### src/sv/grp_pkg.sv
// grp_pkg: shared types, constants and helpers for the gre receive parser
// no dependencies; used by grp_accum, grp_verdict and gre_receive_parser
package grp_pkg;

    // largest packet length counted, in bytes (default for the top level parameter)
    localparam int DEFAULT_MAX_PACKET_BYTES = 65535;

    // gre base header and protocol constants
    localparam int          BASE_HDR_BYTES  = 4;
    localparam logic [15:0] TEB_PROTOCOL    = 16'h6558;
    localparam logic [7:0]  INNER_ETH_BYTES = 8'd14;

    // flag halfword bit positions
    localparam int F_CSUM_BIT  = 15;
    localparam int F_ROUTE_BIT = 14;
    localparam int F_KEY_BIT   = 13;
    localparam int F_SEQ_BIT   = 12;
    localparam logic [15:0] F_VER_MASK = 16'h0007;

    // word position counter
    localparam int              INDEX_W   = 14;
    localparam logic [INDEX_W-1:0] INDEX_TOP = 14'h3FFF;

    localparam int CFG_DATA_W = 16;

    typedef enum logic [1:0] {
        CFG_EXPECTED_PROTOCOL  = 2'd0,
        CFG_PLAIN_PORT_PRESENT = 2'd1,
        CFG_WIDE_PORT_PRESENT  = 2'd2,
        CFG_MIN_INNER_BYTES    = 2'd3
    } cfg_index_t;

    typedef enum logic [2:0] {
        ST_OK           = 3'd0,
        ST_SHORT_BASE   = 3'd1,
        ST_BAD_CSUM     = 3'd2,
        ST_VER_ROUTE    = 3'd3,
        ST_BAD_PROTOCOL = 3'd4,
        ST_NO_PORT      = 3'd5,
        ST_SHORT_HEADER = 3'd6
    } status_t;

    typedef struct packed {
        logic [15:0] expected_protocol;
        logic        plain_port_present;
        logic        wide_port_present;
        logic [7:0]  min_inner_bytes;
    } cfg_t;

    // captured header words and running checksum of one packet
    typedef struct packed {
        logic [15:0] flag_field;
        logic [15:0] protocol_field;
        logic [31:0] key_word;
        logic [31:0] seq_word;
        logic [15:0] ones_sum;
    } pkt_fields_t;

    typedef struct packed {
        status_t     status;
        logic [4:0]  header_bytes;
        logic [63:0] tunnel_id;
        logic        is_wide;
        logic        tunnel_key_flag;
        logic        tunnel_csum_flag;
        logic [15:0] raw_flags;
    } verdict_t;

    // ones'-complement add with end-around carry
    function automatic logic [15:0] ones_add(input logic [15:0] a, input logic [15:0] b);
        logic [16:0] s;
        s = {1'b0, a} + {1'b0, b};
        return s[15:0] + {15'd0, s[16]};
    endfunction

endpackage

### src/sv/grp_if.sv
// grp_if: valid/ready channel interfaces for packet words and verdicts
// depends on nothing
interface grp_word_if;
    logic        valid;
    logic        ready;
    logic [31:0] packet_word;
    logic [2:0]  valid_bytes;
    logic        last_word;

    modport source (output valid, packet_word, valid_bytes, last_word, input ready);
    modport sink   (input valid, packet_word, valid_bytes, last_word, output ready);
endinterface

interface grp_verdict_if;
    logic        valid;
    logic        ready;
    logic [2:0]  status;
    logic [4:0]  header_bytes;
    logic [63:0] tunnel_id;
    logic        is_wide;
    logic        tunnel_key_flag;
    logic        tunnel_csum_flag;
    logic [15:0] raw_flags;

    modport source (output valid, status, header_bytes, tunnel_id, is_wide,
                    tunnel_key_flag, tunnel_csum_flag, raw_flags, input ready);
    modport sink   (input valid, status, header_bytes, tunnel_id, is_wide,
                    tunnel_key_flag, tunnel_csum_flag, raw_flags, output ready);
endinterface

### src/sv/grp_accum.sv
// grp_accum: per-packet capture of flags, protocol, key, sequence, byte count, checksum
// depends on grp_pkg
module grp_accum #(
    parameter int MAX_PACKET_BYTES = grp_pkg::DEFAULT_MAX_PACKET_BYTES,
    localparam int BYTE_W = $clog2(MAX_PACKET_BYTES + 1)
) (
    input  logic                  clk,
    input  logic                  rst_n,
    input  logic                  accept,
    input  logic [31:0]           packet_word,
    input  logic [2:0]            valid_bytes,
    input  logic                  last_word,
    output grp_pkg::pkt_fields_t  fields_next,
    output logic [BYTE_W-1:0]     byte_count_next
);

    localparam logic [BYTE_W:0] MAX_BYTES = (BYTE_W + 1)'(MAX_PACKET_BYTES);

    grp_pkg::pkt_fields_t          fields_reg;
    logic [BYTE_W-1:0]             byte_count_reg;
    logic [grp_pkg::INDEX_W-1:0]   word_index_reg;
    logic [grp_pkg::INDEX_W-1:0]   word_index_next;

    logic [2:0]         vb;
    logic [31:0]        mask;
    logic [31:0]        w;
    logic               c;
    logic               k;
    logic [BYTE_W:0]    bc_sum;
    logic [grp_pkg::INDEX_W-1:0] key_pos;
    logic [grp_pkg::INDEX_W-1:0] seq_pos;

    always_comb
    begin
        vb = (valid_bytes > 3'd4) ? 3'd4 : valid_bytes;
        case (vb)
            3'd1:    mask = 32'hFF00_0000;
            3'd2:    mask = 32'hFFFF_0000;
            3'd3:    mask = 32'hFFFF_FF00;
            3'd4:    mask = 32'hFFFF_FFFF;
            default: mask = 32'h0000_0000;
        endcase
        w = packet_word & mask;

        c       = fields_reg.flag_field[grp_pkg::F_CSUM_BIT];
        k       = fields_reg.flag_field[grp_pkg::F_KEY_BIT];
        key_pos = grp_pkg::INDEX_W'(1) + {{(grp_pkg::INDEX_W-1){1'b0}}, c};
        seq_pos = grp_pkg::INDEX_W'(2) + {{(grp_pkg::INDEX_W-1){1'b0}}, c};

        fields_next = fields_reg;
        if (word_index_reg == '0)
        begin
            fields_next.flag_field     = w[31:16];
            fields_next.protocol_field = w[15:0];
        end
        else if (k && word_index_reg == key_pos)
        begin
            fields_next.key_word = w;
        end
        else if (k && fields_reg.flag_field[grp_pkg::F_SEQ_BIT] && word_index_reg == seq_pos)
        begin
            fields_next.seq_word = w;
        end
        fields_next.ones_sum = grp_pkg::ones_add(
            grp_pkg::ones_add(fields_reg.ones_sum, w[31:16]), w[15:0]);

        // byte count saturates at the configured packet limit
        bc_sum = {1'b0, byte_count_reg} + (BYTE_W + 1)'(vb);
        byte_count_next = (bc_sum > MAX_BYTES) ? MAX_BYTES[BYTE_W-1:0] : bc_sum[BYTE_W-1:0];

        word_index_next = (word_index_reg < grp_pkg::INDEX_TOP) ?
                          word_index_reg + grp_pkg::INDEX_W'(1) : word_index_reg;
    end

    always_ff @(posedge clk or negedge rst_n)
    begin
        if (!rst_n)
        begin
            fields_reg     <= '0;
            byte_count_reg <= '0;
            word_index_reg <= '0;
        end
        else if (accept)
        begin
            if (last_word)
            begin
                fields_reg     <= '0;
                byte_count_reg <= '0;
                word_index_reg <= '0;
            end
            else
            begin
                fields_reg     <= fields_next;
                byte_count_reg <= byte_count_next;
                word_index_reg <= word_index_next;
            end
        end
    end

endmodule

### src/sv/grp_verdict.sv
// grp_verdict: check chain and result fields for a finished packet
// depends on grp_pkg
module grp_verdict #(
    parameter int MAX_PACKET_BYTES = grp_pkg::DEFAULT_MAX_PACKET_BYTES,
    localparam int BYTE_W = $clog2(MAX_PACKET_BYTES + 1)
) (
    input  grp_pkg::cfg_t         cfg,
    input  grp_pkg::pkt_fields_t  fields,
    input  logic [BYTE_W-1:0]     byte_count,
    output grp_pkg::verdict_t     verdict
);

    localparam int CMP_W = ((BYTE_W > 9) ? BYTE_W : 9) + 1;

    logic             c;
    logic             k;
    logic             s;
    logic             wide;
    logic [4:0]       hdr;
    logic [CMP_W-1:0] bc;
    logic [CMP_W-1:0] base_need;
    logic [CMP_W-1:0] full_need;
    logic             port_ok;

    always_comb
    begin
        c    = fields.flag_field[grp_pkg::F_CSUM_BIT];
        k    = fields.flag_field[grp_pkg::F_KEY_BIT];
        s    = fields.flag_field[grp_pkg::F_SEQ_BIT];
        wide = k & s;
        hdr  = 5'(grp_pkg::BASE_HDR_BYTES) * (5'd1 + 5'(c) + 5'(k) + 5'(s));

        bc        = CMP_W'(byte_count);
        base_need = CMP_W'(grp_pkg::BASE_HDR_BYTES) + CMP_W'(cfg.min_inner_bytes);
        full_need = CMP_W'(hdr) + CMP_W'(cfg.min_inner_bytes);
        port_ok   = wide ? cfg.wide_port_present : cfg.plain_port_present;

        if (bc < base_need)
            verdict.status = grp_pkg::ST_SHORT_BASE;
        else if (c && fields.ones_sum != 16'hFFFF)
            verdict.status = grp_pkg::ST_BAD_CSUM;
        else if ((fields.flag_field & (grp_pkg::F_VER_MASK |
                  (16'd1 << grp_pkg::F_ROUTE_BIT))) != '0)
            verdict.status = grp_pkg::ST_VER_ROUTE;
        else if (fields.protocol_field != cfg.expected_protocol)
            verdict.status = grp_pkg::ST_BAD_PROTOCOL;
        else if (!port_ok)
            verdict.status = grp_pkg::ST_NO_PORT;
        else if (bc < full_need)
            verdict.status = grp_pkg::ST_SHORT_HEADER;
        else
            verdict.status = grp_pkg::ST_OK;

        verdict.header_bytes     = hdr;
        verdict.tunnel_id        = k ? {fields.key_word, (wide ? fields.seq_word : 32'd0)}
                                     : 64'd0;
        verdict.is_wide          = wide;
        verdict.tunnel_key_flag  = k;
        verdict.tunnel_csum_flag = c;
        verdict.raw_flags        = fields.flag_field;
    end

endmodule

### src/sv/gre_receive_parser.sv
// gre_receive_parser: top level of the gre header parser (rfc 2784 / 2890 layout)
// depends on grp_pkg, grp_if, grp_accum, grp_verdict
// usage
//   pkt_in carries a gre packet as big-endian 32-bit words, starting at the
//   gre base header; valid_bytes tells how many top bytes count, last_word
//   marks the final word. every word is one transfer.
//   verdict_out carries one result per packet, made from its last word:
//   status, header length, 64-bit tunnel id and flags.
//   cfg_write/cfg_index/cfg_data write the four settings registers
//   (expected protocol, plain port, wide port, minimum inner bytes); write
//   them only while no packet is in flight.
// latency and throughput
//   one word per cycle unless stalled; the verdict is valid the cycle after the last
//   word's transfer, capture, checksum and checks all ahead of the result register
// reset
//   rst_n clears the packet state, drops any held verdict and loads the
//   settings with their defaults (0x6558, both ports present, 14 bytes).
// stall
//   while a verdict waits and verdict_out.ready is low, pkt_in.ready drops;
//   when the held verdict leaves in the same cycle, a new word is still taken.
module gre_receive_parser #(
    parameter int MAX_PACKET_BYTES = grp_pkg::DEFAULT_MAX_PACKET_BYTES,
    localparam int BYTE_W = $clog2(MAX_PACKET_BYTES + 1)
) (
    input  logic                           clk,
    input  logic                           rst_n,
    grp_word_if.sink                       pkt_in,
    grp_verdict_if.source                  verdict_out,
    input  logic                           cfg_write,
    input  logic [1:0]                     cfg_index,
    input  logic [grp_pkg::CFG_DATA_W-1:0] cfg_data
);

    // settings registers
    grp_pkg::cfg_t cfg_reg;

    // result register
    logic              out_valid_reg;
    grp_pkg::verdict_t out_reg;

    grp_pkg::pkt_fields_t fields_next;
    logic [BYTE_W-1:0]    byte_count_next;
    grp_pkg::verdict_t    verdict;
    logic                 accept;

    // take a word whenever the result register is empty or draining
    assign pkt_in.ready = !out_valid_reg || verdict_out.ready;
    assign accept       = pkt_in.valid && pkt_in.ready;

    always_ff @(posedge clk or negedge rst_n)
    begin
        if (!rst_n)
        begin
            cfg_reg.expected_protocol  <= grp_pkg::TEB_PROTOCOL;
            cfg_reg.plain_port_present <= 1'b1;
            cfg_reg.wide_port_present  <= 1'b1;
            cfg_reg.min_inner_bytes    <= grp_pkg::INNER_ETH_BYTES;
        end
        else if (cfg_write)
        begin
            case (grp_pkg::cfg_index_t'(cfg_index))
                grp_pkg::CFG_EXPECTED_PROTOCOL:  cfg_reg.expected_protocol  <= cfg_data[15:0];
                grp_pkg::CFG_PLAIN_PORT_PRESENT: cfg_reg.plain_port_present <= cfg_data[0];
                grp_pkg::CFG_WIDE_PORT_PRESENT:  cfg_reg.wide_port_present  <= cfg_data[0];
                grp_pkg::CFG_MIN_INNER_BYTES:    cfg_reg.min_inner_bytes    <= cfg_data[7:0];
                default:                         cfg_reg <= cfg_reg;
            endcase
        end
    end

    // capture and running checksum
    grp_accum #(
        .MAX_PACKET_BYTES (MAX_PACKET_BYTES)
    ) u_accum (
        .clk             (clk),
        .rst_n           (rst_n),
        .accept          (accept),
        .packet_word     (pkt_in.packet_word),
        .valid_bytes     (pkt_in.valid_bytes),
        .last_word       (pkt_in.last_word),
        .fields_next     (fields_next),
        .byte_count_next (byte_count_next)
    );

    // checks on the state as it stands after the current word
    grp_verdict #(
        .MAX_PACKET_BYTES (MAX_PACKET_BYTES)
    ) u_verdict (
        .cfg        (cfg_reg),
        .fields     (fields_next),
        .byte_count (byte_count_next),
        .verdict    (verdict)
    );

    // result register: loads on the last word's transfer, empties on output transfer
    always_ff @(posedge clk or negedge rst_n)
    begin
        if (!rst_n)
        begin
            out_valid_reg <= 1'b0;
        end
        else if (accept && pkt_in.last_word)
        begin
            out_valid_reg <= 1'b1;
        end
        else if (verdict_out.ready)
        begin
            out_valid_reg <= 1'b0;
        end
    end

    always_ff @(posedge clk)
    begin
        if (accept && pkt_in.last_word)
        begin
            out_reg <= verdict;
        end
    end

    assign verdict_out.valid            = out_valid_reg;
    assign verdict_out.status           = out_reg.status;
    assign verdict_out.header_bytes     = out_reg.header_bytes;
    assign verdict_out.tunnel_id        = out_reg.tunnel_id;
    assign verdict_out.is_wide          = out_reg.is_wide;
    assign verdict_out.tunnel_key_flag  = out_reg.tunnel_key_flag;
    assign verdict_out.tunnel_csum_flag = out_reg.tunnel_csum_flag;
    assign verdict_out.raw_flags        = out_reg.raw_flags;

endmodule

### src/flat_wrapper.sv
// flat-port wrapper written by rule: the top's interface ports become plain ports
module gre_receive_parser_flat 
#(
    parameter int MAX_PACKET_BYTES = grp_pkg::DEFAULT_MAX_PACKET_BYTES,
    localparam int BYTE_W = $clog2(MAX_PACKET_BYTES + 1)
)
  (clk, rst_n, cfg_write, cfg_index, cfg_data, pkt_in_valid, pkt_in_packet_word, pkt_in_valid_bytes, pkt_in_last_word, pkt_in_ready, verdict_out_valid, verdict_out_status, verdict_out_header_bytes, verdict_out_tunnel_id, verdict_out_is_wide, verdict_out_tunnel_key_flag, verdict_out_tunnel_csum_flag, verdict_out_raw_flags, verdict_out_ready);
  grp_word_if pkt_in_i ();
  grp_verdict_if verdict_out_i ();
  input  logic clk;
  input  logic rst_n;
  input  logic cfg_write;
  input  logic [1:0] cfg_index;
  input  logic [grp_pkg::CFG_DATA_W-1:0] cfg_data;
  input wire logic [$bits(pkt_in_i.valid)-1:0] pkt_in_valid;
  input wire logic [$bits(pkt_in_i.packet_word)-1:0] pkt_in_packet_word;
  input wire logic [$bits(pkt_in_i.valid_bytes)-1:0] pkt_in_valid_bytes;
  input wire logic [$bits(pkt_in_i.last_word)-1:0] pkt_in_last_word;
  output wire logic [$bits(pkt_in_i.ready)-1:0] pkt_in_ready;
  output wire logic [$bits(verdict_out_i.valid)-1:0] verdict_out_valid;
  output wire logic [$bits(verdict_out_i.status)-1:0] verdict_out_status;
  output wire logic [$bits(verdict_out_i.header_bytes)-1:0] verdict_out_header_bytes;
  output wire logic [$bits(verdict_out_i.tunnel_id)-1:0] verdict_out_tunnel_id;
  output wire logic [$bits(verdict_out_i.is_wide)-1:0] verdict_out_is_wide;
  output wire logic [$bits(verdict_out_i.tunnel_key_flag)-1:0] verdict_out_tunnel_key_flag;
  output wire logic [$bits(verdict_out_i.tunnel_csum_flag)-1:0] verdict_out_tunnel_csum_flag;
  output wire logic [$bits(verdict_out_i.raw_flags)-1:0] verdict_out_raw_flags;
  input wire logic [$bits(verdict_out_i.ready)-1:0] verdict_out_ready;
  assign pkt_in_i.valid = pkt_in_valid;
  assign pkt_in_i.packet_word = pkt_in_packet_word;
  assign pkt_in_i.valid_bytes = pkt_in_valid_bytes;
  assign pkt_in_i.last_word = pkt_in_last_word;
  assign pkt_in_ready = pkt_in_i.ready;
  assign verdict_out_valid = verdict_out_i.valid;
  assign verdict_out_status = verdict_out_i.status;
  assign verdict_out_header_bytes = verdict_out_i.header_bytes;
  assign verdict_out_tunnel_id = verdict_out_i.tunnel_id;
  assign verdict_out_is_wide = verdict_out_i.is_wide;
  assign verdict_out_tunnel_key_flag = verdict_out_i.tunnel_key_flag;
  assign verdict_out_tunnel_csum_flag = verdict_out_i.tunnel_csum_flag;
  assign verdict_out_raw_flags = verdict_out_i.raw_flags;
  assign verdict_out_i.ready = verdict_out_ready;
  gre_receive_parser #(.MAX_PACKET_BYTES(MAX_PACKET_BYTES)) u_core (.clk(clk), .rst_n(rst_n), .pkt_in(pkt_in_i), .verdict_out(verdict_out_i), .cfg_write(cfg_write), .cfg_index(cfg_index), .cfg_data(cfg_data));
endmodule
### config.mk
export PLATFORM = sky130hd
export DESIGN_NAME = gre_receive_parser_flat
export DESIGN_NICKNAME = d
export VERILOG_FILES = /design/src/sv/grp_pkg.sv /design/src/sv/grp_if.sv /design/src/sv/grp_accum.sv /design/src/sv/grp_verdict.sv /design/src/sv/gre_receive_parser.sv /design/src/flat_wrapper.sv
export SDC_FILE = /design/constraint.sdc
export NUM_CORES = 1
export LEC_CHECK = 0
export BUFFER_PORTS_ARGS = -buffer_cell sky130_fd_sc_hd__buf_2
export CORE_MARGIN = 2
export CORE_UTILIZATION = 45
export DETAILED_ROUTE_END_ITERATION = 12
export SETUP_SLACK_MARGIN = 0.02
export SLEW_MARGIN = 20
export SYNTH_ARGS = -nofsm -noshare
export SYNTH_HDL_FRONTEND = slang
export SYNTH_SLANG_ARGS = --single-unit
### constraint.sdc
create_clock -name clk -period 8.6 [get_ports clk]
set_input_delay 0 -clock clk [delete_from_list [all_inputs] [get_ports clk]]
set_output_delay 0 -clock clk [all_outputs]
set_load 0.01 [all_outputs]
==> flow_metrics.env <==
export IMPL_status="complete, no violations"
export IMPL_start_util=0.454
export IMPL_grt_overflow=0
export IMPL_setup_viol=0
export IMPL_dp_cells=2127
export IMPL_synth_edff_count=87
export IMPL_p_leak_nw=7.57
export IMPL_drt_iter0_drc=950
export IMPL_gp_congestion=0.893
export IMPL_worstPathArrival_ps=8280
export IMPL_timing_final_crit_share=0.928
export IMPL_p_sw_mw=1.81
export IMPL_final_cell_area_sq_um=17200
export IMPL_netlist_top_cells_count="nand2_1 (224), nor2_1 (171), dfrtp_1 (157)"
export IMPL_cts_max_level=1
export IMPL_dieArea_sq_um=34000
export IMPL_worst_setup_path_end_kind="register"
export IMPL_sw_frac_of_total=0.389
export IMPL_seqPwrFrac=0.322
export IMPL_startpoint="u_core.u_accum.fields_reg[0]"
export IMPL_vias=12600
export IMPL_ys_async_sr_fraction=0.660
export IMPL_clock_path_buffers=3
export IMPL_slowest_delay_ps=560
export IMPL_crit_type="register to register"
export IMPL_wl_mm=43.6
export IMPL_place_ws_ps=212
export IMPL_clock_latency_ps=560
export IMPL_core_area_sq_um=32300
export IMPL_synth_top_area_cell="dfrtp_1"
export IMPL_maxSlewViolCount=0
export IMPL_cts_setup_buffers=0
export IMPL_max_freq_mhz=125
export IMPL_rsz0062_at_grt="false"
export IMPL_hold_viol_final=0
export IMPL_ys_ff_latch=256
export IMPL_setup_ws_ps=623
export IMPL_cts_buffers=29
export IMPL_gr_usage_all_layers=0.257
export IMPL_area_growth_pct=17.4
export IMPL_regArea_sq_um=6860
export IMPL_cp_max_fo=7
export IMPL_grt_pass1_wl_mm=68.1
export IMPL_n_antenna_cell=0
export IMPL_pin_count=152
export IMPL_min_period_ps=7980
export IMPL_max_cap_violations=0
export IMPL_die_width_microns=184
export IMPL_finalNetCount=1888
export IMPL_drtAntennaViolNets=0
export IMPL_portBuffers=149
export IMPL_grt_start_max_net_pins=73
export IMPL_slew_headroom=0.298
export IMPL_n_fill_cell=3018
export IMPL_whs_ps=38.1
export IMPL_first_pass_iters=7
export IMPL_layout_drive_gt1_share=0.150
export IMPL_antenna_found_initial=1
export IMPL_ir_drop_mv=0.178
export IMPL_largest_register_ffs=111
export IMPL_syn_area_sq_um=14700
export IMPL_pwr_share_comb=0.417
export IMPL_rows=66
export IMPL_drc_errors=0
export IMPL_synthFlopType="dfrtp_1"
export IMPL_power_internal_mw=2.84
export IMPL_crit_path_top_delay_cell="or4_1"
export IMPL_via_per_inst=5.66
export IMPL_grt_pass1_vias=12100
export IMPL_placed_area_sq_um=15800
export IMPL_yosysUniqueCellTypes=80
export IMPL_worstMarginPinSlew_ps=1050
export IMPL_p_clk_frac=0.261
export IMPL_clk_pin_slew_ps=70
export IMPL_fin_tns_setup_ps=0
export IMPL_worstHoldStart="pkt_in_packet_word[23]"
export IMPL_cp_required_ps=8900
export IMPL_wire_per_inst_microns=19.6
export IMPL_cts_tree="done"
export IMPL_multi_input_area_sq_um=7210
export IMPL_hpwl_mm=31.1
export IMPL_synth_most_common_cell="nand2_1"
export IMPL_r2r_start="u_core.u_accum.fields_reg[0]"
export IMPL_skew_ps=17.2
export IMPL_worst_path_buf_inv=1
export IMPL_syn_avg_cell_area_sq_um=9.18
export IMPL_ys_seq_area_frac=0.468
export IMPL_yosysWarnings=0
export IMPL_synth_top_area_frac=0.268
export IMPL_fin_cells=2225
export IMPL_synthTopCellsByArea="dfrtp_1 (27%), edfxtp_1 (18%), nand2_1 (5.7%), ha_1 (5.6%), o21ai_0 (4.6%)"
export IMPL_ctsRootBufferMaster="clkbuf_16"
export IMPL_cp_start_kind="register"
export IMPL_die_y_microns=184
export IMPL_synthCells=1597
export IMPL_path_delay_family="compound AO/OA/AOI/OAI gates"
export IMPL_min_path_type="input port to register"
export IMPL_clock_sinks=256
export IMPL_p_per_area_nw_per_um2=270
==> timing repair <==
item / CTS / global route
hold buffers: 44 / 0
setup endpoints to repair: 0 / 1
hold endpoints to repair: 119 / 0
gates resized for setup: 0 / 1
==> worst reg2reg max path, delay by kind of cell, from the launching register on <==
kind,cells,cell delay [ps]
AO/OA/AOI/OAI,19,4040
adder cells (fa/ha/maj),6,1810
AND/OR/NAND/NOR,5,1440
flip-flops,1,380
buffers and inverters,1,60
==> power by group through the flow <==
stage	clock network, mW	logic, mW	registers (mW)
2_1_floorplan	0	1.36	1.50
3_3_place_gp	0	1.88	1.51
3_5_place_dp	0	1.89	1.51
4_1_cts	1.23	1.92	1.49
5_1_grt	1.29	2.14	1.51
6_report	1.21	1.94	1.49
==> path summary, 6_finish.rpt <==
kind | to | slack [ps] | cells after the start
worst max-delay path | u_core.verdict_out.status[1] | 620 | 31
worst min-delay path | u_core.u_accum.fields_reg[71] | 40 | 3
worst min register to register | u_core.u_accum.fields_reg[65] | 480 | 2
min in group asynchronous | u_core.u_accum.fields_reg[93] | 410 | 3
max in group asynchronous | u_core.u_accum.fields_reg[31] | 6420 | 5
worst max register to register | u_core.verdict_out.status[1] | 620 | 31
==> kinds of logic after synthesis <==
group | Yosys count | share of synthesized area
simple gates | 585 | 0.182
compound gates | 411 | 0.175
flops | 256 | 0.468
buf+inv | 165 | 0.0435
xor+xnor | 84 | 0.0502
fa+ha+maj | 69 | 0.0610
mux | 26 | 0.0199
other cells | 1 | 0.000256
==> routing by layer <==
metal  share of wire  GRT usage
met5               0          0
met4           0.029     0.0736
met3           0.060     0.0330
met2            0.46      0.420
met1            0.45      0.361
==> stage by stage <==
| stage | utilization | power (mW) |
|---|---|---|
| after floorplan | - | 2.85 |
| after global placement | 0.490 | 3.39 |
| after detailed placement | 0.490 | 3.41 |
| after CTS | 0.532 | 4.65 |
| after global routing | 0.533 | 4.93 |
| final | 0.533 | 4.65 |
==> cell usage in the layout, fill, tap and decap left out, types with 9 or more instances in the layout <==
cell type and count:
nor4_1 9, nand2b_1 11, a21oi_1 123, nor2b_1 14
a21o_1 16, edfxtp_1 87, clkbuf_16 29, buf_2 148
a31oi_1 11, and3_1 24, ha_1 65, a22o_1 22
dlygate4sd3_1 43, or3_1 11, buf_4 17, nand3b_1 9
mux2_2 25, nor3_1 31, nand3_1 30, nand2_1 221
o22ai_1 9, dfstp_2 12, nand4_1 12, nor2_1 171
dfrtp_1 157, o21ai_0 133, o211ai_1 9, xnor2_1 48
inv_1 85, xor2_1 36
==> area by class of cell <==
type                       count  area share
sequential                   256       0.399
inverter                      86      0.0189
timing repair buffer         210      0.0773
clock buffer                  35      0.0435
multi-input combinational   1177       0.419
clock inverter                19      0.0105
tap                          442      0.0321
(Power assumes the default switching activity.)
